[src/sv/tcw_pkg.sv]
package tcw_pkg;

  // default geometry
  localparam int DEF_COLUMNS    = 80;
  localparam int DEF_ROWS       = 25;
  localparam int DEF_TAB_SPACES = 4;

  // field widths
  localparam int OPCODE_W = 2;
  localparam int CHAR_W   = 8;
  localparam int TCOL_W   = 7;
  localparam int TROW_W   = 5;
  localparam int CADDR_W  = 11;
  localparam int CPOS_W   = 11;
  localparam int CELL_W   = 16;
  localparam int COLOR_W  = 4;

  // stream packing, first field in the lowest bits
  localparam int OPCODE_LSB = 0;
  localparam int CHAR_LSB   = OPCODE_LSB + OPCODE_W;
  localparam int TCOL_LSB   = CHAR_LSB + CHAR_W;
  localparam int TROW_LSB   = TCOL_LSB + TCOL_W;
  localparam int CADDR_LSB  = TROW_LSB + TROW_W;
  localparam int IN_BITS    = CADDR_LSB + CADDR_W;
  localparam int IN_W       = ((IN_BITS + 7) / 8) * 8;
  localparam int OUT_BITS   = CPOS_W + CELL_W;
  localparam int OUT_W      = ((OUT_BITS + 7) / 8) * 8;

  // register port
  localparam int CFG_ADDR_W = 3;
  localparam int CFG_DATA_W = 32;

  typedef enum logic [0:0] {
    REG_FG_COLOR = 1'b0,
    REG_BG_COLOR = 1'b1
  } reg_idx_t;

  localparam logic [COLOR_W-1:0] RESET_FG = 4'd7;
  localparam logic [COLOR_W-1:0] RESET_BG = 4'd0;

  // character codes
  localparam logic [CHAR_W-1:0] CH_NUL   = 8'h00;
  localparam logic [CHAR_W-1:0] CH_BS    = 8'h08;
  localparam logic [CHAR_W-1:0] CH_TAB   = 8'h09;
  localparam logic [CHAR_W-1:0] CH_LF    = 8'h0A;
  localparam logic [CHAR_W-1:0] CH_CR    = 8'h0D;
  localparam logic [CHAR_W-1:0] CH_SPACE = 8'h20;

  localparam logic [CELL_W-1:0] BLANK_RESET = {RESET_BG, RESET_FG, CH_SPACE};

  typedef enum logic [OPCODE_W-1:0] {
    OP_PUT        = 2'd0,
    OP_SET_CURSOR = 2'd1,
    OP_CLEAR      = 2'd2,
    OP_READ       = 2'd3
  } op_t;

  typedef enum logic [2:0] {
    ST_INIT,
    ST_IDLE,
    ST_PUT,
    ST_SCROLL_COPY,
    ST_SCROLL_FILL,
    ST_CLEAR,
    ST_READ,
    ST_DONE
  } st_t;

  typedef struct packed {
    logic [COLOR_W-1:0] bg;
    logic [COLOR_W-1:0] fg;
  } cfg_t;

endpackage

[src/sv/tcw_seq.sv]
module tcw_seq import tcw_pkg::*; #(
  parameter int COLUMNS    = DEF_COLUMNS,
  parameter int ROWS       = DEF_ROWS,
  parameter int TAB_SPACES = DEF_TAB_SPACES,
  localparam int CELLS     = COLUMNS * ROWS,
  localparam int ADDR_W    = $clog2(CELLS)
) (
  input  logic              clk,
  input  logic              rst_n,
  input  cfg_t              cfg,
  input  logic              in_tvalid,
  output logic              in_tready,
  input  logic [IN_W-1:0]   in_tdata,
  output logic              out_tvalid,
  input  logic              out_tready,
  output logic [OUT_W-1:0]  out_tdata,
  output logic              mem_we,
  output logic [ADDR_W-1:0] mem_waddr,
  output logic [CELL_W-1:0] mem_wdata,
  output logic [ADDR_W-1:0] mem_raddr,
  input  logic [CELL_W-1:0] mem_rdata
);

  localparam int COL_W = $clog2(COLUMNS);
  localparam int ROW_W = $clog2(ROWS);
  localparam int REM_W = $clog2(TAB_SPACES + 1);

  st_t                st_r, st_nxt;
  logic [COL_W-1:0]   col_r, col_nxt;
  logic [ROW_W-1:0]   row_r, row_nxt;
  logic [ADDR_W-1:0]  copy_cnt_r, copy_cnt_nxt;
  logic [REM_W-1:0]   rem_r, rem_nxt;
  logic [CHAR_W-1:0]  char_r, char_nxt;
  logic [CELL_W-1:0]  data_r, data_nxt;
  logic               out_tvalid_r, out_tvalid_nxt;
  logic [CPOS_W-1:0]  out_pos_r, out_pos_nxt;
  logic [CELL_W-1:0]  out_data_r, out_data_nxt;

  op_t                in_op;
  logic [CHAR_W-1:0]  in_char;
  logic [TCOL_W-1:0]  in_tcol;
  logic [TROW_W-1:0]  in_trow;
  logic [CADDR_W-1:0] in_caddr;

  logic               acc;
  logic               in_range;
  logic               wrap;
  logic               row_last;
  logic               put_scroll;
  logic               cnt_last;
  logic               copy_last;
  logic [REM_W-1:0]   rem_dec;
  logic               out_free;
  logic               item_end;
  logic               load;
  logic [ADDR_W-1:0]  cur_idx;
  logic [31:0]        pos_full;
  logic [CELL_W-1:0]  blank;
  logic [COL_W-1:0]   sat_col;
  logic [ROW_W-1:0]   sat_row;

  assign in_op    = op_t'(in_tdata[OPCODE_LSB +: OPCODE_W]);
  assign in_char  = in_tdata[CHAR_LSB +: CHAR_W];
  assign in_tcol  = in_tdata[TCOL_LSB +: TCOL_W];
  assign in_trow  = in_tdata[TROW_LSB +: TROW_W];
  assign in_caddr = in_tdata[CADDR_LSB +: CADDR_W];

  assign in_tready  = (st_r == ST_IDLE);
  assign acc        = in_tvalid && in_tready;
  assign in_range   = int'(in_caddr) < CELLS;
  assign wrap       = (col_r == COL_W'(COLUMNS - 1));
  assign row_last   = (row_r == ROW_W'(ROWS - 1));
  assign put_scroll = wrap && row_last;
  assign cnt_last   = (copy_cnt_r == ADDR_W'(CELLS - 1));
  assign copy_last  = (copy_cnt_r == ADDR_W'(CELLS - COLUMNS));
  assign rem_dec    = rem_r - REM_W'(1);
  assign out_free   = !out_tvalid_r || out_tready;
  assign cur_idx    = ADDR_W'(int'(row_r) * COLUMNS + int'(col_r));
  assign blank      = {cfg.bg, cfg.fg, CH_SPACE};
  assign sat_col    = (int'(in_tcol) < COLUMNS) ? COL_W'(in_tcol) : COL_W'(COLUMNS - 1);
  assign sat_row    = (int'(in_trow) < ROWS) ? ROW_W'(in_trow) : ROW_W'(ROWS - 1);

  // item finishes this cycle
  always_comb begin
    item_end = 1'b0;
    unique case (st_r)
      ST_IDLE: begin
        if (acc) begin
          unique case (in_op)
            OP_PUT:        item_end = (in_char == CH_CR) || (in_char == CH_BS) ||
                                      (in_char == CH_NUL) ||
                                      ((in_char == CH_LF) && !row_last);
            OP_SET_CURSOR: item_end = 1'b1;
            OP_CLEAR:      item_end = 1'b0;
            OP_READ:       item_end = !in_range;
            default:       item_end = 1'b0;
          endcase
        end
      end
      ST_PUT:         item_end = !put_scroll && (rem_dec == '0);
      ST_SCROLL_FILL: item_end = cnt_last && (rem_r == '0);
      ST_CLEAR:       item_end = cnt_last;
      ST_READ:        item_end = 1'b1;
      ST_DONE:        item_end = 1'b1;
      default:        item_end = 1'b0;
    endcase
  end

  assign load = item_end && out_free;

  // next state
  always_comb begin
    st_nxt = st_r;
    if (item_end) begin
      st_nxt = out_free ? ST_IDLE : ST_DONE;
    end else begin
      unique case (st_r)
        ST_INIT: begin
          if (cnt_last) st_nxt = ST_IDLE;
        end
        ST_IDLE: begin
          if (acc) begin
            unique case (in_op)
              OP_PUT:   st_nxt = (in_char == CH_LF) ? ST_SCROLL_COPY : ST_PUT;
              OP_CLEAR: st_nxt = ST_CLEAR;
              OP_READ:  st_nxt = ST_READ;
              default:  st_nxt = ST_IDLE;
            endcase
          end
        end
        ST_PUT:         st_nxt = put_scroll ? ST_SCROLL_COPY : ST_PUT;
        ST_SCROLL_COPY: begin
          if (copy_last) st_nxt = ST_SCROLL_FILL;
        end
        ST_SCROLL_FILL: begin
          if (cnt_last) st_nxt = ST_PUT;
        end
        default:        st_nxt = st_r;
      endcase
    end
  end

  // datapath and outputs
  always_comb begin
    col_nxt        = col_r;
    row_nxt        = row_r;
    copy_cnt_nxt   = copy_cnt_r;
    rem_nxt        = rem_r;
    char_nxt       = char_r;
    data_nxt       = data_r;
    mem_we         = 1'b0;
    mem_waddr      = cur_idx;
    mem_wdata      = blank;
    mem_raddr      = ADDR_W'(in_caddr);
    unique case (st_r)
      ST_INIT: begin
        mem_we       = 1'b1;
        mem_waddr    = copy_cnt_r;
        mem_wdata    = BLANK_RESET;
        copy_cnt_nxt = cnt_last ? '0 : copy_cnt_r + ADDR_W'(1);
      end
      ST_IDLE: begin
        if (acc) begin
          data_nxt = '0;
          unique case (in_op)
            OP_PUT: begin
              unique case (in_char)
                CH_CR:  col_nxt = '0;
                CH_LF: begin
                  if (!row_last) row_nxt = row_r + ROW_W'(1);
                  rem_nxt = '0;
                end
                CH_TAB: begin
                  char_nxt = CH_SPACE;
                  rem_nxt  = REM_W'(TAB_SPACES);
                end
                CH_BS: begin
                  if (col_r == '0) begin
                    if (row_r != '0) row_nxt = row_r - ROW_W'(1);
                  end else begin
                    col_nxt = col_r - COL_W'(1);
                  end
                end
                CH_NUL: begin
                  col_nxt = col_r;
                end
                default: begin
                  char_nxt = in_char;
                  rem_nxt  = REM_W'(1);
                end
              endcase
            end
            OP_SET_CURSOR: begin
              col_nxt = sat_col;
              row_nxt = sat_row;
            end
            default: begin
              col_nxt = col_r;
            end
          endcase
        end
      end
      ST_PUT: begin
        mem_we    = 1'b1;
        mem_waddr = cur_idx;
        mem_wdata = {cfg.bg, cfg.fg, char_r};
        rem_nxt   = rem_dec;
        if (wrap) begin
          col_nxt = '0;
          // on the bottom row the cursor stays there after the scroll
          if (!row_last) row_nxt = row_r + ROW_W'(1);
        end else begin
          col_nxt = col_r + COL_W'(1);
        end
      end
      ST_SCROLL_COPY: begin
        // read one row ahead, write it back in the next cycle
        mem_raddr    = ADDR_W'(int'(copy_cnt_r) + COLUMNS);
        mem_we       = (copy_cnt_r != '0);
        mem_waddr    = copy_cnt_r - ADDR_W'(1);
        mem_wdata    = mem_rdata;
        copy_cnt_nxt = copy_last ? copy_cnt_r : copy_cnt_r + ADDR_W'(1);
      end
      ST_SCROLL_FILL: begin
        mem_we       = 1'b1;
        mem_waddr    = copy_cnt_r;
        copy_cnt_nxt = cnt_last ? '0 : copy_cnt_r + ADDR_W'(1);
      end
      ST_CLEAR: begin
        mem_we       = 1'b1;
        mem_waddr    = copy_cnt_r;
        copy_cnt_nxt = cnt_last ? '0 : copy_cnt_r + ADDR_W'(1);
        if (cnt_last) begin
          col_nxt = '0;
          row_nxt = '0;
        end
      end
      ST_READ: begin
        data_nxt = mem_rdata;
      end
      default: begin
        data_nxt = data_r;
      end
    endcase

    pos_full       = 32'(int'(row_nxt) * COLUMNS + int'(col_nxt));
    out_pos_nxt    = load ? pos_full[CPOS_W-1:0] : out_pos_r;
    out_data_nxt   = load ? data_nxt : out_data_r;
    out_tvalid_nxt = load ? 1'b1 : (out_tready ? 1'b0 : out_tvalid_r);
  end

  always_ff @(posedge clk) begin
    if (!rst_n) begin
      st_r         <= ST_INIT;
      col_r        <= '0;
      row_r        <= '0;
      copy_cnt_r   <= '0;
      rem_r        <= '0;
      out_tvalid_r <= 1'b0;
    end else begin
      st_r         <= st_nxt;
      col_r        <= col_nxt;
      row_r        <= row_nxt;
      copy_cnt_r   <= copy_cnt_nxt;
      rem_r        <= rem_nxt;
      out_tvalid_r <= out_tvalid_nxt;
    end
  end

  always_ff @(posedge clk) begin
    char_r     <= char_nxt;
    data_r     <= data_nxt;
    out_pos_r  <= out_pos_nxt;
    out_data_r <= out_data_nxt;
  end

  assign out_tvalid = out_tvalid_r;
  assign out_tdata  = OUT_W'({out_data_r, out_pos_r});

  // cursor never leaves the screen
  a_cursor_range: assert property (@(posedge clk) disable iff (!rst_n)
    (int'(col_r) < COLUMNS) && (int'(row_r) < ROWS))
    else $error("cursor out of range");

  // a waiting result holds still until it is taken
  a_out_hold: assert property (@(posedge clk) disable iff (!rst_n)
    (out_tvalid_r && !out_tready) |=> (out_tvalid_r && $stable(out_tdata)))
    else $error("result changed while waiting");

  // sweep counter is back at zero between items
  a_cnt_idle: assert property (@(posedge clk) disable iff (!rst_n)
    (st_r == ST_IDLE) |-> (copy_cnt_r == '0))
    else $error("sweep counter not cleared");

  // scroll writes land one row above the cell read the cycle before
  a_scroll_row: assert property (@(posedge clk) disable iff (!rst_n)
    (st_r == ST_SCROLL_COPY && copy_cnt_r != '0) |->
      (mem_waddr == ADDR_W'(int'($past(mem_raddr)) - COLUMNS)))
    else $error("scroll copy address mismatch");

endmodule

[config.mk]
export PLATFORM = sky130hd
export DESIGN_NAME = tcw_seq
export DESIGN_NICKNAME = d
export VERILOG_FILES = /design/src/sv/tcw_pkg.sv /design/src/sv/tcw_seq.sv
export SDC_FILE = /design/constraint.sdc
export NUM_CORES = 1
export LEC_CHECK = 0
export BUFFER_PORTS_ARGS = -buffer_cell sky130_fd_sc_hd__buf_2
export CAP_MARGIN = 20
export CORE_MARGIN = 1.5
export CORE_UTILIZATION = 55
export DETAILED_ROUTE_END_ITERATION = 8
export GPL_TIMING_DRIVEN = 0
export PLACE_DENSITY = 0.87
export SLEW_MARGIN = 20
export SYNTH_ARGS = -nofsm -noshare
export SYNTH_HDL_FRONTEND = slang
export SYNTH_SLANG_ARGS = --single-unit
[constraint.sdc]
create_clock -name clk -period 5.5 [get_ports clk]
set_input_delay 0.55 -clock clk [delete_from_list [all_inputs] [get_ports clk]]
set_output_delay 0.55 -clock clk [all_outputs]
set_load 0.05 [all_outputs]
==> results.sh <==
export IMPL_dp_slack_ns=0.888
export IMPL_crit_slowest_cell="nor2_1"
export IMPL_rsz0062_at_grt="no"
export IMPL_die_area_um2=11800
export IMPL_yosysUniqueCellTypes=81
export IMPL_final_nets=972
export IMPL_grt_max_degree=28
export IMPL_worst_pin_slew_ns=0.806
export IMPL_viasPerCell=6.11
export IMPL_use_met1=0.379
export IMPL_critPathMaxStageDelay_ns=0.54
export IMPL_path_clk_slew_ns=0.09
export IMPL_cts_tree="yes"
export IMPL_hold_buffers=0
export IMPL_vias=6150
export IMPL_yosys_area_top_type="edfxtp_1"
export IMPL_min_period_ns=4.48
export IMPL_initial_core_util=0.566
export IMPL_cp_top_family="adder cells"
export IMPL_use_met2=0.495
export IMPL_ys_ff_latch=81
export IMPL_syn_avg_cell_area_um2=8.51
export IMPL_slew_headroom=0.457
export IMPL_ys_seq_area_frac=0.322
export IMPL_antenna_found_initial=0
export IMPL_clockRootBuffer="clkbuf_8"
export IMPL_tns_ns=0
export IMPL_setup_viol=0
export IMPL_io_buffers=125
export IMPL_wl_per_cell_um=17.8
export IMPL_rows=38
export IMPL_clock_sink_count=81
export IMPL_path_cells="ha_1 > nand4b_1 > nor2_1 > a2bb2oi_2 > nand2_1 > a221o_1 > ha_1 > ha_1 > inv_1 > fa_1 > or2_2 > o32ai_1 > xnor2_1"
export IMPL_layout_drive_gt1_share=0.223
export IMPL_power_leakage_nw=3.01
export IMPL_drv_cap=0
export IMPL_endpoint_kind="flop"
export IMPL_min_path_type="input port to flop"
export IMPL_arrival_ns=4.61
export IMPL_wl_mm=18.0
export IMPL_clock_skew_ns=0.0159
export IMPL_crit_top_cell="ha_1"
export IMPL_synth_area_leaders="edfxtp_1, dfxtp_1, ha_1"
export IMPL_cts_resized=0
export IMPL_p_per_area_nw_per_um2=167
export IMPL_worst_setup_path_start_kind="flop"
export IMPL_synth_flop_cell="dfxtp_1"
export IMPL_synth_top_area_share=0.171
export IMPL_grt_usage=0.300
export IMPL_cp_required_ns=5.63
export IMPL_cts_max_path_buffers=2
export IMPL_drt_iter0_markers=612
export IMPL_outcome="finished, final reports clean"
export IMPL_setup_ws_ns=1.02
export IMPL_cp_max_fo=8
export IMPL_die_h_um=109
export IMPL_dr_pass1_iters=6
export IMPL_grt_overflow_total=0
export IMPL_synth_edf_count=35
export IMPL_hpwl_mm=13.8
export IMPL_grt_pass1_wl_mm=27.2
export IMPL_yosysWarnings=0
export IMPL_path_buf_inv=1
export IMPL_grt_pass1_vias=5517
export IMPL_synth_area_um2=6130
export IMPL_io_pins=141
export IMPL_synthCells=721
export IMPL_cts_setup_buffers=0
export IMPL_coreArea_um2=10800
export IMPL_htreeDepth=3
export IMPL_die_x_um=109
export IMPL_diodes=0
export IMPL_fin_crit_sh=0.814
export IMPL_ir_worst_vdd_mv=0.123
export IMPL_async_flop_share=0
export IMPL_syn_to_final_growth_pct=16.9
export IMPL_holdWs_ns=0.437
export IMPL_drtAntennaViolNets=0
export IMPL_drc_errors=0
export IMPL_gp_congestion=1.01
export IMPL_finalMaxSlewViolations=0
export IMPL_clkLatencyLatePin_ns=0.39
export IMPL_use_met3=0.0500
export IMPL_max_freq_mhz=223
export IMPL_total_power_mw=1.20
export IMPL_cts_buffers_inserted=9
export IMPL_criticalPathCategory="flop to flop"
export IMPL_finalHoldViolCount=0
export IMPL_grt_busiest_layer="met2"
-- power breakdown --
group | leakage, nW | switching [mW] | internal [mW]
sequential | 0.674 | 0.00318 | 0.626
clock | 0.0888 | 0.256 | 0.171
combinational | 2.25 | 0.0908 | 0.0491
total | 3.01 | 0.350 | 0.846
-- cells by family after synthesis --
logic type	Yosys count	synth area share
simple gates	247	0.214
compound gates	215	0.242
buf+inv	90	0.0639
flops	81	0.322
fa+ha+maj	42	0.0906
xor+xnor	41	0.0585
mux	4	0.00877
other cells	1	0.000611
-- placed cells by master, fill, tap and decap left out, types with 13 or more instances in the layout --
cell,count
nand3_1,20
and2_1,16
buf_2,140
ha_1,38
nand2_1,64
clkbuf_1,30
o211ai_1,14
o21ai_0,38
dfxtp_1,46
xor2_1,21
nand4_1,13
edfxtp_1,35
inv_1,33
a21oi_1,49
nor2_1,58
a22o_1,25
xnor2_1,20
-- worst register-to-register path, delay by kind of cell, from the launching register on --
family / cells / cell delay [ns]
adders and majority gates: 4 / 1.29
and+or+nand+nor: 4 / 1.23
AOI/OAI and AO/OA: 3 / 1.01
DFF: 1 / 0.53
xor gates and xnor gates: 1 / 0.10
buffers and inverters: 1 / 0.07
-- synth_stat cells, types with 7 or more instances --
cell type / instances
o21ai_0: 38
nor3_1: 11
edfxtp_1: 35
ha_1: 38
a31oi_1: 7
a22oi_1: 8
xor2_1: 21
dfxtp_1: 46
clkbuf_1: 30
xnor2_1: 20
a21oi_1: 49
nand2_1: 64
nand4_1: 13
a22o_1: 25
a211oi_1: 8
buf_2: 15
and3_1: 7
inv_1: 33
and2_1: 16
nor2b_1: 8
a21o_1: 11
nor2_1: 58
nand2b_1: 9
nand3_1: 20
o211ai_1: 14
-- sequential cells by signal, indices dropped and copies added, names as in the netlist --
signal	count
out_tvalid	1
data_r	16
rem_r	3
copy_cnt_r	11
row_r	5
st_r	3
col_r	7
char_r	8
out_data_r	16
out_pos_r	11
-- worst paths after layout --
| kind | end | slack (ns) | cells past startpoint | startpoint |
|---|---|---|---|---|
| worst max-delay path | out_pos_r[10] | 1.02 | 13 | col_r[0] |
| worst min-delay path | data_r[4] | 0.44 | 2 | mem_rdata[4] |
| worst max register to register | out_pos_r[10] | 1.02 | 13 | col_r[0] |
| worst min register to register | data_r[9] | 0.48 | 1 | data_r[9] |
-- area by class of cell --
class	instances	area, um2
Sequential cell	81	1970
Clock buffer	9	124
Tap cell	140	175
Multi-Input combinational cell	554	3800
Clock inverter	7	66.3
Inverter	34	128
Timing Repair Buffer	126	646
Fill cell	916	3670
Buffer	56	264
-- metal layers --
layer	up-vias	routed length, um
met5	-	0
met4	0	667
met3	60	1570
met2	337	8300
met1	2840	7440
li1	2913	-
-- through the flow --
step | util | instance area, um2 | std cells
after global placement | 0.641 | 6950 | 990
final | 0.662 | 7170 | 1007
after global routing | 0.662 | 7170 | 1007
after floorplan | - | 6150 | 725
after CTS | 0.661 | 7170 | 1007
after detailed placement | 0.644 | 6980 | 991
No activity file was read; power rests on OpenSTA's default activity.
